## config.mk

```make
export PLATFORM = sky130hd
export DESIGN_NAME = event_history_evicting_fifo_top
export DESIGN_NICKNAME = d
export VERILOG_FILES = /design/src/rtl/ehef_pkg.sv /design/src/rtl/ehef_store.sv /design/src/rtl/ehef_age_unit.sv /design/src/rtl/event_history_evicting_fifo_top.sv
export SDC_FILE = /design/constraint.sdc
export NUM_CORES = 2
export LEC_CHECK = 0
export ABC_AREA = 1
export BUFFER_PORTS_ARGS = -buffer_cell sky130_fd_sc_hd__buf_4
export CORE_MARGIN = 2
export CORE_UTILIZATION = 45
export CTS_CLUSTER_DIAMETER = 200
export DETAILED_ROUTE_END_ITERATION = 10
export PLACE_DENSITY = 0.7
export SKIP_CTS_REPAIR_TIMING = 1
export SYNTH_ARGS = -nofsm -noshare
export SYNTH_HDL_FRONTEND = slang
export SYNTH_SLANG_ARGS = --single-unit
```

## constraint.sdc

```tcl
create_clock -name aclk -period 4.55 [get_ports aclk]
set_input_delay 0.6825 -clock aclk [delete_from_list [all_inputs] [get_ports aclk]]
set_output_delay 0.6825 -clock aclk [all_outputs]
set_load 0.02 [all_outputs]
```

## src/rtl/ehef_pkg.sv

```systemverilog
// Package for the evicting event history store.
// Holds shared constants, register addresses and the sequencer state type.
// Used by every module under rtl/.
package ehef_pkg;

    // Default geometry
    localparam int DEF_DEPTH       = 64;
    localparam int DEF_HANDLE_BITS = 16;
    localparam int DEF_TIME_BITS   = 32;

    // Age arithmetic is done on the low 32 bits of the timestamps
    localparam int AGE_BITS = 32;

    // Minimum number of evictions once the limit is exceeded
    localparam int MIN_EVICT = 10;
    localparam int EV_BITS   = $clog2(MIN_EVICT + 1);

    // Register file
    localparam int CFG_ADDR_BITS  = 3;
    localparam int MAX_ENT_BITS   = 6;
    localparam int WINDOW_BITS    = 31;
    localparam logic [MAX_ENT_BITS-1:0] MAX_ENT_RST = 6'd63;
    localparam logic [WINDOW_BITS-1:0]  WINDOW_RST  = 31'd0;

    // Register index, taken from paddr[2]
    localparam logic REG_MAX_ENTRIES = 1'b0;
    localparam logic REG_WINDOW      = 1'b1;

    // Sequencer states
    typedef enum logic [1:0] {
        ST_IDLE,
        ST_READ,
        ST_CHECK
    } ehef_state_t;

endpackage

```

## src/rtl/ehef_store.sv

```systemverilog
// Entry store: one write port, one read port with registered read data.
// Holds handle and timestamp of each entry side by side. Uses ehef_pkg.
module ehef_store
    import ehef_pkg::*;
#(
    parameter int DEPTH = DEF_DEPTH,
    parameter int WIDTH = DEF_HANDLE_BITS + DEF_TIME_BITS
) (
    input  logic                     aclk,
    input  logic                     wr_en,
    input  logic [$clog2(DEPTH)-1:0] wr_addr,
    input  logic [WIDTH-1:0]         wr_data,
    input  logic                     rd_en,
    input  logic [$clog2(DEPTH)-1:0] rd_addr,
    output logic [WIDTH-1:0]         rd_data
);

    logic [WIDTH-1:0] mem [DEPTH];
    logic [WIDTH-1:0] rd_data_reg;

    // Write port
    always_ff @(posedge aclk) begin
        if (wr_en) begin
            mem[wr_addr] <= wr_data;
        end
    end

    // Read port, data held until the next read
    always_ff @(posedge aclk) begin
        if (rd_en) begin
            rd_data_reg <= mem[rd_addr];
        end
    end

    assign rd_data = rd_data_reg;

endmodule

```

## src/rtl/ehef_age_unit.sv

```systemverilog
// Shared age compare unit: decides whether the oldest entry is evicted.
// One 32-bit subtract and compare, reused for every entry. Uses ehef_pkg.
module ehef_age_unit
    import ehef_pkg::*;
(
    input  logic [AGE_BITS-1:0]    now_time,
    input  logic [AGE_BITS-1:0]    old_time,
    input  logic [WINDOW_BITS-1:0] window,
    input  logic                   below_min,
    input  logic                   nonempty,
    output logic                   evict
);

    logic [AGE_BITS-1:0] age;
    logic                beyond;

    // Signed age: a set sign bit never counts as old
    assign age    = now_time - old_time;
    assign beyond = !age[AGE_BITS-1] && (age[AGE_BITS-2:0] > window);
    assign evict  = nonempty && (below_min || beyond);

endmodule

```

## src/rtl/event_history_evicting_fifo_top.sv

```systemverilog
// Evicting event history store, top level.
// Uses ehef_pkg, ehef_store and ehef_age_unit.
//
// Usage:
//   s_ channel: one item per event, tdata = {event_time, event_handle}.
//   m_ channel: one item per evicted entry, oldest first,
//     tdata = {evicted_time, evicted_handle}, tlast marks the final
//     eviction caused by one insert. Most inserts evict nothing.
//   APB port: register 0 max_entries at 0x0, register 1 retention_window
//     at 0x4; write only while the block is idle.
// Operation:
//   An insert that evicts nothing leaves s_tready high. An insert that
//   evicts entries holds s_tready low until its run ends: each entry is
//   read from the store in the read step and checked by the shared age
//   compare unit in the check step that follows. The last result
//   leaves through the output register while the next item is taken.
// Reset: synchronous, active low; the store is empty, max_entries = 63,
//   retention_window = 0. Store contents need no clearing.
// Stall: when m_tready is low the sequencer waits in its check step and
//   the output register holds its item.
module event_history_evicting_fifo_top
    import ehef_pkg::*;
#(
    parameter int DEPTH       = DEF_DEPTH,
    parameter int HANDLE_BITS = DEF_HANDLE_BITS,
    parameter int TIME_BITS   = DEF_TIME_BITS,
    localparam int OUT_TIME_BITS = (TIME_BITS < AGE_BITS) ? TIME_BITS : AGE_BITS,
    localparam int S_TDATA_W = ((HANDLE_BITS + TIME_BITS + 7) / 8) * 8,
    localparam int M_TDATA_W = ((HANDLE_BITS + OUT_TIME_BITS + 7) / 8) * 8
) (
    input  logic                     aclk,
    input  logic                     aresetn,
    // Input items
    input  logic                     s_tvalid,
    output logic                     s_tready,
    input  logic [S_TDATA_W-1:0]     s_tdata,   // event_handle, event_time
    // Result items
    output logic                     m_tvalid,
    input  logic                     m_tready,
    output logic [M_TDATA_W-1:0]     m_tdata,   // evicted_handle, evicted_time
    output logic                     m_tlast,   // last_of_run
    // Configuration
    input  logic                     psel,
    input  logic                     penable,
    input  logic                     pwrite,
    input  logic [CFG_ADDR_BITS-1:0] paddr,
    input  logic [31:0]              pwdata,
    output logic [31:0]              prdata,
    output logic                     pready
);

    localparam int PW = $clog2(DEPTH);
    localparam int CW = $clog2(DEPTH + 1);
    localparam int EW = HANDLE_BITS + TIME_BITS;

    // Registers
    ehef_state_t              state_reg, state_next;
    logic [PW-1:0]            newest_reg, newest_next;
    logic [PW-1:0]            oldest_reg, oldest_next;
    logic [CW-1:0]            count_reg, count_next;
    logic [EV_BITS-1:0]       ev_reg, ev_next;
    logic [AGE_BITS-1:0]      now_reg, now_next;
    logic                     pend_valid_reg, pend_valid_next;
    logic [HANDLE_BITS-1:0]   pend_handle_reg, pend_handle_next;
    logic [OUT_TIME_BITS-1:0] pend_time_reg, pend_time_next;
    logic                     m_valid_reg, m_valid_next;
    logic                     m_last_reg, m_last_next;
    logic [HANDLE_BITS-1:0]   m_handle_reg, m_handle_next;
    logic [OUT_TIME_BITS-1:0] m_time_reg, m_time_next;
    logic [MAX_ENT_BITS-1:0]  max_ent_reg;
    logic [WINDOW_BITS-1:0]   window_reg;

    // Datapath
    logic [HANDLE_BITS-1:0]  in_handle;
    logic [TIME_BITS-1:0]    in_time;
    logic [63:0]             in_time_ext;
    logic [63:0]             rd_time_ext;
    logic [AGE_BITS-1:0]     old_time32;
    logic                    s_fire;
    logic                    cfg_wr;
    logic [PW-1:0]           slot;
    logic [MAX_ENT_BITS-1:0] limit;
    logic [6:0]              count_inc;
    logic                    wr_en, rd_en;
    logic [EW-1:0]           rd_data;
    logic [HANDLE_BITS-1:0]  rd_handle;
    logic [TIME_BITS-1:0]    rd_time;
    logic                    evict;
    logic                    out_busy;

    function automatic logic [PW-1:0] next_pos(input logic [PW-1:0] pos);
        return (pos == PW'(DEPTH - 1)) ? '0 : pos + PW'(1);
    endfunction

    // Input unpacking
    assign in_handle   = s_tdata[HANDLE_BITS-1:0];
    assign in_time     = s_tdata[HANDLE_BITS +: TIME_BITS];
    assign in_time_ext = 64'(in_time);
    assign s_fire      = s_tvalid && s_tready;
    assign s_tready    = (state_reg == ST_IDLE);

    // Configuration port
    assign pready = 1'b1;
    assign cfg_wr = psel && penable && pwrite && pready;

    always_ff @(posedge aclk) begin
        if (!aresetn) begin
            max_ent_reg <= MAX_ENT_RST;
            window_reg  <= WINDOW_RST;
        end else if (cfg_wr) begin
            unique case (paddr[2])
                REG_MAX_ENTRIES: max_ent_reg <= pwdata[MAX_ENT_BITS-1:0];
                REG_WINDOW:      window_reg  <= pwdata[WINDOW_BITS-1:0];
                default:         ;
            endcase
        end
    end

    always_comb begin
        unique case (paddr[2])
            REG_MAX_ENTRIES: prdata = 32'(max_ent_reg);
            REG_WINDOW:      prdata = 32'(window_reg);
            default:         prdata = '0;
        endcase
    end

    // Effective limit, capped at DEPTH-1
    assign limit = (max_ent_reg > MAX_ENT_BITS'(DEPTH - 1)) ?
                   MAX_ENT_BITS'(DEPTH - 1) : max_ent_reg;
    assign count_inc = 7'(count_reg) + 7'd1;
    assign slot      = next_pos(newest_reg);

    // Entry store
    assign wr_en = s_fire;

    ehef_store #(
        .DEPTH (DEPTH),
        .WIDTH (EW)
    ) u_store (
        .aclk    (aclk),
        .wr_en   (wr_en),
        .wr_addr (slot),
        .wr_data ({in_time, in_handle}),
        .rd_en   (rd_en),
        .rd_addr (oldest_reg),
        .rd_data (rd_data)
    );

    assign rd_handle   = rd_data[HANDLE_BITS-1:0];
    assign rd_time     = rd_data[HANDLE_BITS +: TIME_BITS];
    assign rd_time_ext = 64'(rd_time);
    assign old_time32  = rd_time_ext[AGE_BITS-1:0];

    // Shared age compare unit
    ehef_age_unit u_age (
        .now_time  (now_reg),
        .old_time  (old_time32),
        .window    (window_reg),
        .below_min (ev_reg < EV_BITS'(MIN_EVICT)),
        .nonempty  (count_reg != '0),
        .evict     (evict)
    );

    assign out_busy = m_valid_reg && !m_tready;

    // Sequencer state register
    always_ff @(posedge aclk) begin
        if (!aresetn) begin
            state_reg      <= ST_IDLE;
            newest_reg     <= '0;
            oldest_reg     <= '0;
            count_reg      <= '0;
            ev_reg         <= '0;
            pend_valid_reg <= 1'b0;
            m_valid_reg    <= 1'b0;
        end else begin
            state_reg      <= state_next;
            newest_reg     <= newest_next;
            oldest_reg     <= oldest_next;
            count_reg      <= count_next;
            ev_reg         <= ev_next;
            pend_valid_reg <= pend_valid_next;
            m_valid_reg    <= m_valid_next;
        end
    end

    // Payload registers
    always_ff @(posedge aclk) begin
        now_reg         <= now_next;
        pend_handle_reg <= pend_handle_next;
        pend_time_reg   <= pend_time_next;
        m_last_reg      <= m_last_next;
        m_handle_reg    <= m_handle_next;
        m_time_reg      <= m_time_next;
    end

    // Next state and datapath control
    always_comb begin
        state_next       = state_reg;
        newest_next      = newest_reg;
        oldest_next      = oldest_reg;
        count_next       = count_reg;
        ev_next          = ev_reg;
        now_next         = now_reg;
        pend_valid_next  = pend_valid_reg;
        pend_handle_next = pend_handle_reg;
        pend_time_next   = pend_time_reg;
        m_valid_next     = m_valid_reg && !m_tready;
        m_last_next      = m_last_reg;
        m_handle_next    = m_handle_reg;
        m_time_next      = m_time_reg;
        rd_en            = 1'b0;

        unique case (state_reg)
            ST_IDLE: begin
                if (s_fire) begin
                    newest_next = slot;
                    now_next    = in_time_ext[AGE_BITS-1:0];
                    if (count_reg == '0) begin
                        // Empty store: new entry is the only one
                        oldest_next = slot;
                        count_next  = CW'(1);
                    end else begin
                        count_next = CW'(count_inc);
                        if (count_inc > 7'(limit)) begin
                            ev_next         = '0;
                            pend_valid_next = 1'b0;
                            state_next      = ST_READ;
                        end
                    end
                end
            end
            ST_READ: begin
                // Fetch the oldest entry
                rd_en      = 1'b1;
                state_next = ST_CHECK;
            end
            ST_CHECK: begin
                // The check on this entry settles tlast of the pending one
                if (!pend_valid_reg || !out_busy) begin
                    if (pend_valid_reg) begin
                        m_valid_next  = 1'b1;
                        m_last_next   = !evict;
                        m_handle_next = pend_handle_reg;
                        m_time_next   = pend_time_reg;
                    end
                    if (evict) begin
                        pend_valid_next  = 1'b1;
                        pend_handle_next = rd_handle;
                        pend_time_next   = old_time32[OUT_TIME_BITS-1:0];
                        oldest_next      = next_pos(oldest_reg);
                        count_next       = count_reg - CW'(1);
                        if (ev_reg < EV_BITS'(MIN_EVICT)) begin
                            ev_next = ev_reg + EV_BITS'(1);
                        end
                        state_next = ST_READ;
                    end else begin
                        pend_valid_next = 1'b0;
                        state_next      = ST_IDLE;
                    end
                end
            end
            default: state_next = ST_IDLE;
        endcase
    end

    // Output packing
    assign m_tvalid = m_valid_reg;
    assign m_tlast  = m_last_reg;
    assign m_tdata  = M_TDATA_W'({m_time_reg, m_handle_reg});

    // Checks
    a_count_bound: assert property (@(posedge aclk) disable iff (!aresetn)
        count_reg <= CW'(DEPTH))
        else $error("entry count exceeds store depth");

    a_idle_no_pending: assert property (@(posedge aclk) disable iff (!aresetn)
        (state_reg == ST_IDLE) |-> !pend_valid_reg)
        else $error("pending eviction left behind in idle");

    a_run_min: assert property (@(posedge aclk) disable iff (!aresetn)
        (state_reg == ST_CHECK && state_next == ST_IDLE && pend_valid_reg)
        |-> (ev_reg == EV_BITS'(MIN_EVICT) || count_reg == '0))
        else $error("eviction run ended before the minimum");

    a_out_hold: assert property (@(posedge aclk) disable iff (!aresetn)
        (m_valid_reg && !m_tready) |=> (m_valid_reg && $stable(m_handle_reg)
        && $stable(m_time_reg) && $stable(m_last_reg)))
        else $error("result item changed while stalled");

endmodule

```

==> metrics.md <==
| Metric | Value |
|---|---|
| Crit path max fanout | `6` |
| WL/cell | `28.29 microns` |
| Reg clk slew, reported paths | `60 ps` |
| Rows | `197` |
| Maximum clock path buffer count | `4` |
| Area of placed instances | `0.1388 sq mm` |
| Status | `finished, final reports clean` |
| Hold Crit Start | `pwdata[6]` |
| Final Setup Violations | `0` |
| Peak per-stage delay on the critical path | `370 ps` |
| I/O pins | `174` |
| Buffers plus inverters on the worst setup path | `5` |
| Hold Violations, Final | `0` |
| Routed wire length | `405.7 mm` |
| Die height | `543.0 microns` |
| Period utilization | `94.38%` |
| Vias per cell | `6.261` |
| PortBufs | `168` |
| Fmax | `232.9 MHz` |
| Die ar. | `0.2948 sq mm` |
| Synthesized area per cell | `13.10 sq um` |
| Post-synth EDFFs | `3249` |
| Post-synthesis sequential area ratio | `75.61%` |
| Area leader, netlist | `edfxtp_1` |
| Cell variety after synth | `52` |
| Post-route ant nets | `0` |
| Synthesized instance count | `9982` |
| Most common cell after layout, fill and taps aside | `edfxtp_1` |
| CP endpoint kind | `flip-flop` |
| Fin area | `0.1496 sq mm` |
| Post-Place Cells | `13727` |
| Delay-heaviest family, CP | `simple AND/OR/NAND/NOR gates` |
| Pre-CTS worst setup slack | `-206.7 ps` |
| Utilization after layout | `51.84%` |
| Most frequent cells in the layout | `3249 x edfxtp_1, 2113 x nor2_1, 1775 x o21ai_0` |
| Final min period | `4294 ps` |
| DRT Pass-1 Iters | `6` |
| Post-synth ARST share | `0%` |
| Final Max Slew Viols | `0` |
| Clk sinks | `3313` |
| FF+latch count, synth | `3313` |
| Initial antenna violation count | `22` |
| Max reg flops | `3072` |
| Iteration-0 DRC Markers | `15385` |
| Setup Skew | `94.96 ps` |
| WP data required | `5200 ps` |
| Clock root buffer | `clkbuf_16` |
| Total congestion overflow | `0` |
| First-pass GRT wire length | `577.0 mm` |
| CTS tree | `done` |
| Worst slew pin tran | `1147 ps` |
| Syn_nets | `10146` |
| Initial Util | `45.29%` |
| Nets | `10371` |
| Multi-input logic area | `0.02889 sq mm` |
| Vias in the first global route | `84329` |
| Yosys Warn Count | `0` |
| R2r startpoint | `now_reg[2]` |
| Post-route worst setup slack | `255.9 ps` |
| Worst vdd ir | `0.4791 mV` |
| Layout area overhead | `14.44%` |
| R2r worst-path depth | `25` |
| CP startpoint | `now_reg[2]` |
| CORE AREA | `0.2886 sq mm` |
| DRC | `0` |
| Via count | `89769` |
| PwrDens | `450.0 mW/mm^2` |
| Cell Count, Final, Fillers Out | `14338` |
| CTS Buf Count | `344` |
| Share of cells above drive strength 1 | `10.96%` |
| Crit start category | `flip-flop` |
| Die Width | `543.0 microns` |
| Skew-Pair Late Insertion Delay | `1010 ps` |
| Gpl congestion | `0.8926` |
| Min-Delay Path Depth | `3` |
| # fillers | `23280` |
| H-Tree Depth | `5` |
| Hold WC Path Type | `input pin to flip-flop` |
| Critical path's slowest cell | `edfxtp_1` |
| Area contributors post-synth | `edfxtp_1 75%, o21ai_0 6.8%, nor2_1 6.3%, o22ai_1 4.5%, clkbuf_1 1.3%` |
| Number of cells on the critical path | `25` |
| FF+latch area | `0.09887 sq mm` |
| Hold slack final | `14.55 ps` |
| Detailed placer's ending HPWL | `224.5 mm` |
| GRT Overall Usage | `26.78%` |
| Max transition margin | `23.56%` |
| Max-cap violations | `0` |
| Top cell type's share of synthesized area | `74.63%` |
| CP arrival | `4950 ps` |
| Pin count of the biggest net entering global routing | `155` |
| Top_reg_cell synth | `edfxtp_1` |
| Mapped Area | `0.1307 sq mm` |
| Worst setup path category | `flip-flop to flip-flop` |
| Pleak | `48.82 nW` |
[Yosys cell counts (all sizes together) (2+ instances only)]
library cell     n
o311ai           4
xnor2           14
xor2            27
a31oi           11
nor2          2184
o32ai           51
nand4           11
buf            228
nor4             2
clkinv           4
conb             2
a21o             7
o22ai          933
edfxtp        3249
a21boi           3
ha              73
dfxtp           64
and3             3
and2             2
a21oi          116
nor3             9
or2              2
nand3b           2
o211ai           3
o221ai          10
inv            176
clkbuf         466
o21ai         2015
nand3           41
nand2          260
o21bai           2
[layout make-up]
| type | instances | share of cell area (%) |
|---|---|---|
| inverters | 180 | 0.4800 |
| diodes | 15 | 0.02509 |
| clock buffers | 415 | 5.969 |
| flip-flops and latches | 3313 | 66.08 |
| clock inverters | 167 | 1.012 |
| multi-input cells | 5795 | 19.31 |
| well taps | 3880 | 3.245 |
| repair buffers | 573 | 3.877 |
[routing by layer]
layer	wire length (microns)	share of wire [%]	track usage, %
met1	148200	37	35.96
met3	56640	14	6.997
met2	180000	44	40.82
met4	20660	5.1	12.40
met5	88	0.022	0
[cells by family (layout without fill, tap and decap cells)]
kind of cell | count (synthesis) | count (layout) | share of synthesized area (%)
and+or+nand+nor | 2516 | 2516 | 7.360
other | 2 | 17 | 0.005745
adders and majority gates | 74 | 74 | 0.7140
DFF | 3313 | 3313 | 75.61
AOI/OAI and AO/OA | 3162 | 3162 | 13.25
buffers and inverters | 874 | 1335 | 2.790
xor gates and xnor gates | 41 | 41 | 0.2747
[tightest hold or removal path: stages]
cell and delay [ps]:
buf_4 80, o21ai_0 80, a21oi_1 110
[power breakdown]
group	leakage [nW]	total, mW	internal (mW)	switching, mW
Sequential	29.8	33.9	33.7	0.141
Combinational	13.9	6.71	1.88	4.83
Clock	5.12	26.7	15.4	11.4
Total	48.8	67.3	51.0	16.3
[final timing paths]
kind              slack (ps)                  to
setup reg to reg         260  pend_handle_reg[6]
setup / recovery         260  pend_handle_reg[6]
hold / removal            10       window_reg[6]
hold reg to reg          380       m_time_reg[5]
[per-stage QoR]
step                total power [mW]  setup TNS (ps)
floorplan                      38.08          -18180
global placement               40.84          -14310
detailed placement             40.99           -8433
CTS                            67.24           -9439
global route                   69.08          -612.9
finish                         67.33               0
Power figures use the tool's default switching activity.
